[config.mk]
export PLATFORM = sky130hd
export DESIGN_NAME = lidar_response_frame_parser_core
export DESIGN_NICKNAME = d
export VERILOG_FILES = /design/src/rtl/lrfp_pkg.sv /design/src/rtl/lidar_response_frame_parser_core.sv
export VERILOG_INCLUDE_DIRS = /design/src /design/src/rtl
export SDC_FILE = /design/constraint.sdc
export NUM_CORES = 1
export LEC_CHECK = 0
export ABC_AREA = 1
export BUFFER_PORTS_ARGS = -buffer_cell sky130_fd_sc_hd__buf_2
export CAP_MARGIN = 40
export CORE_MARGIN = 2
export CORE_UTILIZATION = 25
export DETAILED_ROUTE_END_ITERATION = 7
export PLACE_DENSITY_LB_ADDON = 0.15
export SLEW_MARGIN = 0
export SYNTH_ARGS = -nofsm -noshare
export SYNTH_HDL_FRONTEND = slang
export SYNTH_SLANG_ARGS = --single-unit
[constraint.sdc]
create_clock -name clk -period 3.5 [get_ports clk]
set_input_delay 0.875 -clock clk [delete_from_list [all_inputs] [get_ports clk]]
set_output_delay 0.875 -clock clk [all_outputs]
set_load 0.03 [all_outputs]
[src/rtl/lidar_response_frame_parser_core_macros.svh]
// Assertion macros shared by the lidar response frame parser RTL.
`ifndef LIDAR_RESPONSE_FRAME_PARSER_CORE_MACROS_SVH
`define LIDAR_RESPONSE_FRAME_PARSER_CORE_MACROS_SVH

// Same-cycle implication, sampled on clk, quiet while rst is high
`define LRFP_ASSERT_NOW(label, ante, cons, msg) \
  label: assert property (@(posedge clk) disable iff (rst) (ante) |-> (cons)) \
    else $error(msg);

// Next-cycle implication, sampled on clk, quiet while rst is high
`define LRFP_ASSERT_NEXT(label, ante, cons, msg) \
  label: assert property (@(posedge clk) disable iff (rst) (ante) |=> (cons)) \
    else $error(msg);

`endif

[src/rtl/lrfp_pkg.sv]
// Types and constants for the lidar response frame parser.
package lrfp_pkg;

  // Framing bytes
  localparam logic [7:0] SYNC_BYTE  = 8'h02;
  localparam logic [7:0] SUB_FIRST  = 8'h12;
  localparam logic [7:0] SUB_SECOND = 8'h23;
  localparam logic [7:0] END_BYTE   = 8'h03;

  // Command types
  localparam logic [7:0] CMD_SET   = 8'd1;
  localparam logic [7:0] CMD_GET   = 8'd2;
  localparam logic [7:0] CMD_OTHER = 8'd3;
  localparam logic [7:0] CMD_BUSY  = 8'd4;

  // Codes
  localparam logic [7:0] CODE_ALL    = 8'd0;
  localparam logic [7:0] CODE_BULK_A = 8'd13;
  localparam logic [7:0] CODE_BULK_B = 8'd14;
  localparam logic [7:0] CODE_BULK_C = 8'd31;
  localparam logic [7:0] CODE_BULK_D = 8'd32;

  // Frames in a bulk transaction
  localparam logic [5:0] BULK_FRAMES = 6'd42;
  localparam logic [5:0] COUNT_MAX   = 6'd63;

  // Byte offsets from the first subheader byte
  localparam logic [3:0] OFS_AFTER_SUB = 4'd1;
  localparam logic [3:0] OFS_CMD       = 4'd4;
  localparam logic [3:0] OFS_CODE      = 4'd5;
  localparam logic [3:0] OFS_DATA_LO   = 4'd6;
  localparam logic [3:0] OFS_DATA_HI   = 4'd9;
  localparam logic [3:0] OFS_END       = 4'd11;
  localparam logic [3:0] OFS_MAX       = 4'd15;

  localparam logic [2:0] SYNC_OPEN = 3'd4;
  localparam logic [2:0] SYNC_MAX  = 3'd7;

  // Register map
  localparam logic REG_CMD  = 1'b0;
  localparam logic REG_CODE = 1'b1;

  // Result status
  typedef enum logic [1:0] {
    ST_OK    = 2'd0,
    ST_BUSY  = 2'd1,
    ST_WRONG = 2'd2
  } status_t;

  // Parser phase, one-hot
  typedef enum logic [2:0] {
    PH_HDR  = 3'b001,
    PH_SUB  = 3'b010,
    PH_BODY = 3'b100
  } phase_t;

endpackage

[src/rtl/lidar_response_frame_parser_core.sv]
// Path: a byte that gives a result passes through the input register, then the result register.
// Throughput: one byte per cycle; while a result waits downstream, bytes keep being taken
// until the next byte that gives a result sits in the input register.
// Only a byte that gives a result needs the result register; other bytes never stall.
// Reset (rst, synchronous): parser hunts for a header, frame count zero, both
// registers read 1, input and result registers empty.
`include "lidar_response_frame_parser_core_macros.svh"

module lidar_response_frame_parser_core (
  input  logic        clk,
  input  logic        rst,
  // input stream
  input  logic        s_tvalid,
  output logic        s_tready,
  input  logic [7:0]  s_tdata,   // [7:0] rx_byte
  input  logic        s_tuser,   // [0] new_request
  // result stream
  output logic        m_tvalid,
  input  logic        m_tready,
  output logic [39:0] m_tdata,   // [31:0] frame_data, [37:32] frame_index, [39:38] zero
  output logic [1:0]  m_tuser,   // [1:0] status
  output logic        m_tlast,   // transaction_done
  // configuration
  input  logic        psel,
  input  logic        penable,
  input  logic        pwrite,
  input  logic [2:0]  paddr,
  input  logic [31:0] pwdata,
  output logic [31:0] prdata,
  output logic        pready
);

  // configuration registers
  logic [7:0] exp_cmd;
  logic [7:0] exp_code;

  // input register
  logic       in_valid;
  logic [7:0] in_byte;
  logic       in_new;

  // parser state
  lrfp_pkg::phase_t phase, phase_next;
  logic [2:0]  sync_run, sync_run_next;
  logic        first_sub, first_sub_next;
  logic [3:0]  byte_offset, byte_offset_next;
  logic [31:0] data_shift, data_shift_next;
  logic [5:0]  frame_count, frame_count_next;

  // result
  logic              res_valid;
  lrfp_pkg::status_t res_status;
  logic [31:0]       res_data;
  logic [5:0]        res_index;
  logic              res_done;

  logic        advance;
  logic [2:0]  sync_inc;
  logic [3:0]  ofs_inc;
  logic [5:0]  count_inc;
  logic        is_sync;
  logic        all_codes;
  logic        no_target;
  logic        bulk_target;
  logic        cfg_write;

  // APB port
  assign pready    = 1'b1;
  assign cfg_write = psel && penable && pwrite && pready;
  assign prdata    = (paddr[2] == lrfp_pkg::REG_CODE) ? {24'd0, exp_code} : {24'd0, exp_cmd};

  always_ff @(posedge clk) begin
    if (rst) begin
      exp_cmd  <= lrfp_pkg::CMD_SET;
      exp_code <= 8'd1;
    end else if (cfg_write) begin
      if (paddr[2] == lrfp_pkg::REG_CODE) begin
        exp_code <= pwdata[7:0];
      end else begin
        exp_cmd <= pwdata[7:0];
      end
    end
  end

  // target frame count from the request
  assign all_codes   = (exp_cmd == lrfp_pkg::CMD_GET) && (exp_code == lrfp_pkg::CODE_ALL);
  assign no_target   = !((exp_cmd == lrfp_pkg::CMD_SET) || (exp_cmd == lrfp_pkg::CMD_OTHER))
                       && (exp_code == lrfp_pkg::CODE_ALL);
  assign bulk_target = !((exp_cmd == lrfp_pkg::CMD_SET) || (exp_cmd == lrfp_pkg::CMD_OTHER))
                       && ((exp_code == lrfp_pkg::CODE_BULK_A) ||
                           (exp_code == lrfp_pkg::CODE_BULK_B) ||
                           (exp_code == lrfp_pkg::CODE_BULK_C) ||
                           (exp_code == lrfp_pkg::CODE_BULK_D));

  // saturating increments
  assign is_sync   = (in_byte == lrfp_pkg::SYNC_BYTE);
  assign sync_inc  = (sync_run == lrfp_pkg::SYNC_MAX) ? sync_run : sync_run + 3'd1;
  assign ofs_inc   = (byte_offset == lrfp_pkg::OFS_MAX) ? byte_offset : byte_offset + 4'd1;
  assign count_inc = (frame_count == lrfp_pkg::COUNT_MAX) ? frame_count : frame_count + 6'd1;

  // per-byte parse step
  always_comb begin
    phase_next       = phase;
    sync_run_next    = sync_run;
    first_sub_next   = first_sub;
    byte_offset_next = byte_offset;
    data_shift_next  = data_shift;
    frame_count_next = frame_count;
    res_valid        = 1'b0;
    res_status       = lrfp_pkg::ST_OK;
    res_data         = 32'd0;
    res_index        = 6'd0;
    res_done         = 1'b0;

    if (in_new) begin
      phase_next       = lrfp_pkg::PH_HDR;
      sync_run_next    = 3'd0;
      first_sub_next   = 1'b0;
      byte_offset_next = 4'd0;
      data_shift_next  = 32'd0;
      frame_count_next = 6'd0;
    end else begin
      sync_run_next = is_sync ? sync_inc : 3'd0;
      priority if (is_sync && (sync_inc == lrfp_pkg::SYNC_OPEN) &&
                   (phase == lrfp_pkg::PH_HDR)) begin
        // header opens a frame
        phase_next       = lrfp_pkg::PH_SUB;
        first_sub_next   = 1'b0;
        byte_offset_next = 4'd0;
      end else if (phase == lrfp_pkg::PH_HDR) begin
        // still hunting for a header
      end else if (phase == lrfp_pkg::PH_SUB) begin
        if (first_sub && (in_byte == lrfp_pkg::SUB_SECOND)) begin
          first_sub_next   = 1'b0;
          phase_next       = lrfp_pkg::PH_BODY;
          byte_offset_next = lrfp_pkg::OFS_AFTER_SUB;
        end else begin
          first_sub_next = (in_byte == lrfp_pkg::SUB_FIRST);
        end
      end else begin
        // fixed-offset body
        byte_offset_next = ofs_inc;
        if (ofs_inc == lrfp_pkg::OFS_CMD) begin
          if (in_byte == lrfp_pkg::CMD_BUSY) begin
            res_valid  = 1'b1;
            res_status = lrfp_pkg::ST_BUSY;
          end else if (in_byte != exp_cmd) begin
            res_valid  = 1'b1;
            res_status = lrfp_pkg::ST_WRONG;
          end
        end else if (ofs_inc == lrfp_pkg::OFS_CODE) begin
          if (in_byte == lrfp_pkg::CODE_ALL) begin
            res_valid  = 1'b1;
            res_status = lrfp_pkg::ST_BUSY;
          end else if ((in_byte != exp_code) && !all_codes) begin
            res_valid  = 1'b1;
            res_status = lrfp_pkg::ST_WRONG;
          end
        end else if ((ofs_inc >= lrfp_pkg::OFS_DATA_LO) && (ofs_inc <= lrfp_pkg::OFS_DATA_HI)) begin
          data_shift_next = {in_byte, data_shift[31:8]};
        end else if (ofs_inc == lrfp_pkg::OFS_END) begin
          res_valid = 1'b1;
          if (in_byte != lrfp_pkg::END_BYTE) begin
            res_status = lrfp_pkg::ST_WRONG;
          end else begin
            res_data         = data_shift;
            res_index        = frame_count;
            frame_count_next = count_inc;
            res_done         = !no_target &&
                               (!bulk_target || (count_inc >= lrfp_pkg::BULK_FRAMES));
            phase_next       = lrfp_pkg::PH_HDR;
            first_sub_next   = 1'b0;
            byte_offset_next = 4'd0;
          end
        end

        // any error clears the parser, frame count kept
        if (res_valid && (res_status != lrfp_pkg::ST_OK)) begin
          phase_next       = lrfp_pkg::PH_HDR;
          sync_run_next    = 3'd0;
          first_sub_next   = 1'b0;
          byte_offset_next = 4'd0;
          data_shift_next  = 32'd0;
        end
      end
    end
  end

  // a word moves on unless it has a result and the result register is full and stalled
  assign advance  = in_valid && (!res_valid || !m_tvalid || m_tready);
  assign s_tready = !in_valid || advance;

  // input register
  always_ff @(posedge clk) begin
    if (rst) begin
      in_valid <= 1'b0;
    end else if (s_tready) begin
      in_valid <= s_tvalid;
    end
  end

  always_ff @(posedge clk) begin
    if (s_tready && s_tvalid) begin
      in_byte <= s_tdata;
      in_new  <= s_tuser;
    end
  end

  // parser state registers
  always_ff @(posedge clk) begin
    if (rst) begin
      phase       <= lrfp_pkg::PH_HDR;
      sync_run    <= 3'd0;
      first_sub   <= 1'b0;
      byte_offset <= 4'd0;
      data_shift  <= 32'd0;
      frame_count <= 6'd0;
    end else if (advance) begin
      phase       <= phase_next;
      sync_run    <= sync_run_next;
      first_sub   <= first_sub_next;
      byte_offset <= byte_offset_next;
      data_shift  <= data_shift_next;
      frame_count <= frame_count_next;
    end
  end

  // result register
  always_ff @(posedge clk) begin
    if (rst) begin
      m_tvalid <= 1'b0;
    end else if (advance && res_valid) begin
      m_tvalid <= 1'b1;
    end else if (m_tready) begin
      m_tvalid <= 1'b0;
    end
  end

  always_ff @(posedge clk) begin
    if (advance && res_valid) begin
      m_tdata <= {2'b00, res_index, res_data};
      m_tuser <= res_status;
      m_tlast <= res_done;
    end
  end

  // checks
  `LRFP_ASSERT_NOW(a_err_payload_zero, m_tvalid && (m_tuser != lrfp_pkg::ST_OK),
    (m_tdata == 40'd0) && !m_tlast, "error result carries payload")
  `LRFP_ASSERT_NOW(a_body_offset_range, phase == lrfp_pkg::PH_BODY,
    (byte_offset >= lrfp_pkg::OFS_AFTER_SUB) && (byte_offset <= lrfp_pkg::OFS_END),
    "body offset out of frame")
  `LRFP_ASSERT_NEXT(a_new_request_clears, advance && in_new,
    (frame_count == 6'd0) && (phase == lrfp_pkg::PH_HDR), "new request did not clear")
  `LRFP_ASSERT_NEXT(a_result_loaded, advance && res_valid,
    m_tvalid, "result lost")

endmodule
==> results.md <==
STA:
- At the pin with the least slew margin, the transition time is 0.739 ns.
- The final-layout worst hold slack is 0.478 ns.
- Setup total negative slack on the finished layout was measured at 0 ns.
- Headroom to the max-slew limit came out at 50.5%.
- Across all setup checks in the final design, the least slack found is 0.224 ns.
- The final hold violation count is 0.
- The number of pins exceeding their max-slew limit in the final report is 0.
- The number of setup violations in the final report is 0.
- The peak clock frequency supported by timing is 305 MHz.
- Clock skew on the completed layout was measured at 0.0130 ns.
- The routed design could run at a clock period as short as 3.28 ns.
- Setup repair after global routing left no endpoint under its margin.
- The final worst-path cycle share is 93.6%.

Global routing:
- The pin count of the biggest net entering global routing is 41.
- The number of antenna violations at the first check in global routing is 0.
- The first global-routing pass estimated 24.6 mm of wire.
- For this run, the total global-route usage over all layers was measured as 12.1%.
- The via count of the first global-routing pass is 4,829.
- The total congestion overflow after global routing is 0.
- The met2 global-route usage is 19.7%.
- For this run, global-route usage on met1 was measured as 15.8%.
- The busiest layer in global routing is met2.
- The met3 layer usage reported by global route is 3.23%.

Drt:
- Once detail routing completed, the nets flagged for antenna violations numbered 0.
- The routed layout has 4,976 vias.
- The DRC violation total after the first TritonRoute iteration is 236.
- After detailed routing, the average wire length per cell comes to 12.5 µm.
- The final layout contains routed wiring with a total length of 15.0 mm.
- The DRC violations left is 0.
- In the routed layout, each cell is associated on average with a via count of 4.15.
- The first TritonRoute pass finished after 4 iterations.

Clock network:
- The count of instances resized after the clock tree is built is 0.
- In this run the post-CTS setup repair buffer count came out at 0.
- The later-pin clock latency in the skew report is 0.42 ns.
- The deepest clock path buffer count is 2.
- In this run, post-CTS hold repair placed 0 buffers.
- The clock sink count is 117.
- The H-tree generated during clock tree synthesis spans 4 levels.
- The clock input transition at the sequential cells of the worst setup and hold paths is 0.06 ns.
- The root buffer cell is sky130_fd_sc_hd__clkbuf_16.
- The clock tree from TritonCTS is yes.
- The number of buffers created by CTS is 17.

Critical path:
- The critical path class is register to output port.
- The required time at the endpoint of the critical path is 2.62 ns.
- Traced cell by cell, the critical path runs through nor2_1 -> nand3_1 -> nor2_2 -> nor3_1 -> nand2_1 -> nand2_1 -> nand2_1 -> nand4_4 -> nor2_2 -> inv_1 -> buf_2.
- The slowest stage of the critical path belongs to the cell sky130_fd_sc_hd__edfxtp_1.
- The most frequent cell on the critical path is sky130_fd_sc_hd__nand2_1.
- The worst setup path is captured at an output port.
- The largest fanout of any net on the critical path is 6.
- For the worst setup path, the data arrival time is 2.40 ns.
- The worst setup path is launched from a register.
- On the worst path, the slowest cell contributes a delay of 0.49 ns.

Yosys:
- Ranked by total cell area, the synthesized netlist is headed by sky130_fd_sc_hd__edfxtp_1, sky130_fd_sc_hd__dfxtp_1, sky130_fd_sc_hd__nor2_1.
- In the synthesized netlist the dominant register cell turns out to be sky130_fd_sc_hd__dfxtp_1.
- Summing every instance area after synthesis gives 6000 µm².
- The cell type with the highest aggregate area in the netlist is sky130_fd_sc_hd__edfxtp_1.
- The xor/xnor cell area share of the yosys netlist is 1.46%.
- The synthesized-area fraction occupied by and/or/nand/nor cells is 27.7%.
- The total number of yosys warnings is 0.
- Synthesis produced a netlist whose cell count is 794.
- The count of unique library cells instantiated by Yosys is 39.
- The adder-cell share of the synthesized area is 0.834%.
- In the synthesized netlist, mux cells make up 0% of the area.
- The fraction of the mapped netlist area in compound gates is 10.0%.
- After synthesis, flip-flops and latches occupy 47.4% of the total area.
- Yosys mapped a number of flops with a built-in enable equal to 50.
- The largest family of logic cells by synthesized area is simple AND/OR/NAND/NOR gates.
- The register bit count reported by yosys is 117.
- The average instance in the mapped netlist occupies 7.56 µm².
- The post-synthesis async set-or-reset flop share is 0%.
- In this run the biggest area consumer among cell types represents 25.0% of the synthesized area.

Flow run:
- The max-cap violation count is 0.

Place:
- The half-perimeter wire length after detailed placement is 10.4 mm.
- The final weighted congestion of routability-driven global placement is 0.790.
- Before CTS, the worst setup slack after placement is 0.512 ns.
- In this run the tool buffered the top-level ports with 75 buffer cells.

Pwr:
- Cell internal power was estimated by the tool at 2.69 mW.
- The sequential share of power is 41.9%.
- The combinational power share is 8.7%.
- In this run, the clock network consumes 49.4% of the power.
- The worst-case IR drop observed on VDD is 0.330 mV.
- Dividing total power by cell area gives a power density of 493 nW/µm².
- Of the total power, the share spent switching nets is 24.7%.
- The leakage power is 2.89 nW.
- The analysis attributes to net switching a power of 0.879 mW.

Die:
- Pin placement for this block handled 129 I/O pins.
- The core area is 23,500 µm².
- After floorplanning, the core was divided into 56 placement rows.
- In this run the vertical extent of the chip is 159 µm.
- The starting density of the core is 25.5%.
- In this run the horizontal extent of the chip is 159 µm.
- The floorplan step defined a die boundary enclosing 25,300 µm².

Run status:
- The run finished with clean final reports.

Layout:
- The layout-stage area growth over the synthesis result is 20.4%.
- The antenna diode count is 0.
- The final layout contains 921 nets.
- The final standard cell utilization of the core is 30.7%.
- Counting the fill cells in the layout gives 2,628.
- Cells with a size suffix above 1 make up 15.2% of the layout.

Min path:
- The type of the worst min-delay path is register to register.
==> through the flow <==
step	total power [mW]	instances	cell area, µm²
detailed placement	1.83	1166	6610
CTS	3.62	1198	7200
global route	3.71	1198	7230
global placement	1.84	1166	6610
floorplan	1.78	819	6100
finish	3.56	1198	7230
==> cells in the mapped netlist, drive strengths merged, types with 4 or more instances <==
master,count
xor2,4
edfxtp,50
buf,42
nand3b,4
inv,104
a21oi,33
nor3,9
nand3,36
nand4,13
xnor2,6
nor2,199
o21bai,31
clkbuf,13
dfxtp,67
o21ai,34
ha,4
nand2,134
==> final timing paths <==
kind / start / to / slack (ns) / cells past startpoint
setup / recovery: in_byte[7] / s_tready / 0.22 / 11
hold / removal: frame_count[5] / frame_count[5] / 0.48 / 2
setup reg to reg: in_byte[7] / data_shift[1] / 0.89 / 14
hold reg to reg: frame_count[5] / frame_count[5] / 0.48 / 2
==> worst max-delay path: cells and delay by family, from the launching register on <==
| kind | cells | cell delay [ns] |
|---|---|---|
| DFF | 1 | 0.49 |
| buffers and inverters | 2 | 0.23 |
| and+or+nand+nor | 9 | 1.26 |
==> per-layer routing <==
layer  vias to the layer above  wire length (µm)
met3                        12               513
met2                        88              6760
li1                       2608                 -
met1                      2268              7560
met4                         0               192
met5                         -                 0
==> flip-flops by register name, indices dropped and copies added (netlist names), 4 cells and up <==
signal and count:
in_byte 8, exp_cmd 8, m_tdata 38, exp_code 8
data_shift 32, frame_count 6, byte_offset 4
==> cell type report <==
cell class / instances / area (µm²) / area share, %
multi-input cells: 542 / 2540 / 35.1
repair buffers: 83 / 460 / 6.37
well taps: 319 / 399 / 5.52
clock inverters: 9 / 133 / 1.84
inverters: 105 / 394 / 5.45
flip-flops and latches: 117 / 2850 / 39.4
clock buffers: 23 / 458 / 6.34
==> placed cells by master, fill, tap and decap left out, types with 2 or more instances in the layout <==
master,synthesis,routed
sky130_fd_sc_hd__bufinv_16,0,3
sky130_fd_sc_hd__nand2_1,128,128
sky130_fd_sc_hd__o21bai_1,31,31
sky130_fd_sc_hd__conb_1,2,27
sky130_fd_sc_hd__edfxtp_1,50,50
sky130_fd_sc_hd__clkbuf_16,0,17
sky130_fd_sc_hd__nor2_1,197,194
sky130_fd_sc_hd__xor2_1,4,4
sky130_fd_sc_hd__buf_4,31,6
sky130_fd_sc_hd__buf_12,0,2
sky130_fd_sc_hd__dfxtp_2,0,2
sky130_fd_sc_hd__nor3_1,9,9
sky130_fd_sc_hd__buf_2,7,75
sky130_fd_sc_hd__or2_1,2,2
sky130_fd_sc_hd__clkinv_4,0,3
sky130_fd_sc_hd__ha_1,4,3
sky130_fd_sc_hd__dfxtp_1,67,65
sky130_fd_sc_hd__inv_1,99,99
sky130_fd_sc_hd__clkinv_1,1,2
sky130_fd_sc_hd__o21ai_0,32,32
sky130_fd_sc_hd__clkbuf_1,13,5
sky130_fd_sc_hd__nand3b_1,2,2
sky130_fd_sc_hd__nand3_1,35,35
sky130_fd_sc_hd__xnor2_1,6,6
sky130_fd_sc_hd__inv_2,5,5
sky130_fd_sc_hd__nand4_1,12,12
sky130_fd_sc_hd__nand2_2,5,5
sky130_fd_sc_hd__nor2_2,2,4
sky130_fd_sc_hd__a21oi_1,33,33
==> power groups by stage <==
stage	sequential, mW	clock [mW]	combinational, mW
4_1_cts	1.49	1.81	0.313
3_5_place_dp	1.52	0	0.311
6_report	1.49	1.76	0.310
2_1_floorplan	1.51	0	0.269
3_3_place_gp	1.52	0	0.313
5_1_grt	1.50	1.86	0.352
==> logic make-up after synthesis <==
| family | after synthesis |
|---|---|
| simple gates | 399 |
| buf+inv | 160 |
| flops | 117 |
| compound gates | 102 |
| xor+xnor | 10 |
| fa+ha+maj | 4 |
| other cells | 2 |
No activity file was read; power rests on OpenSTA's default activity.
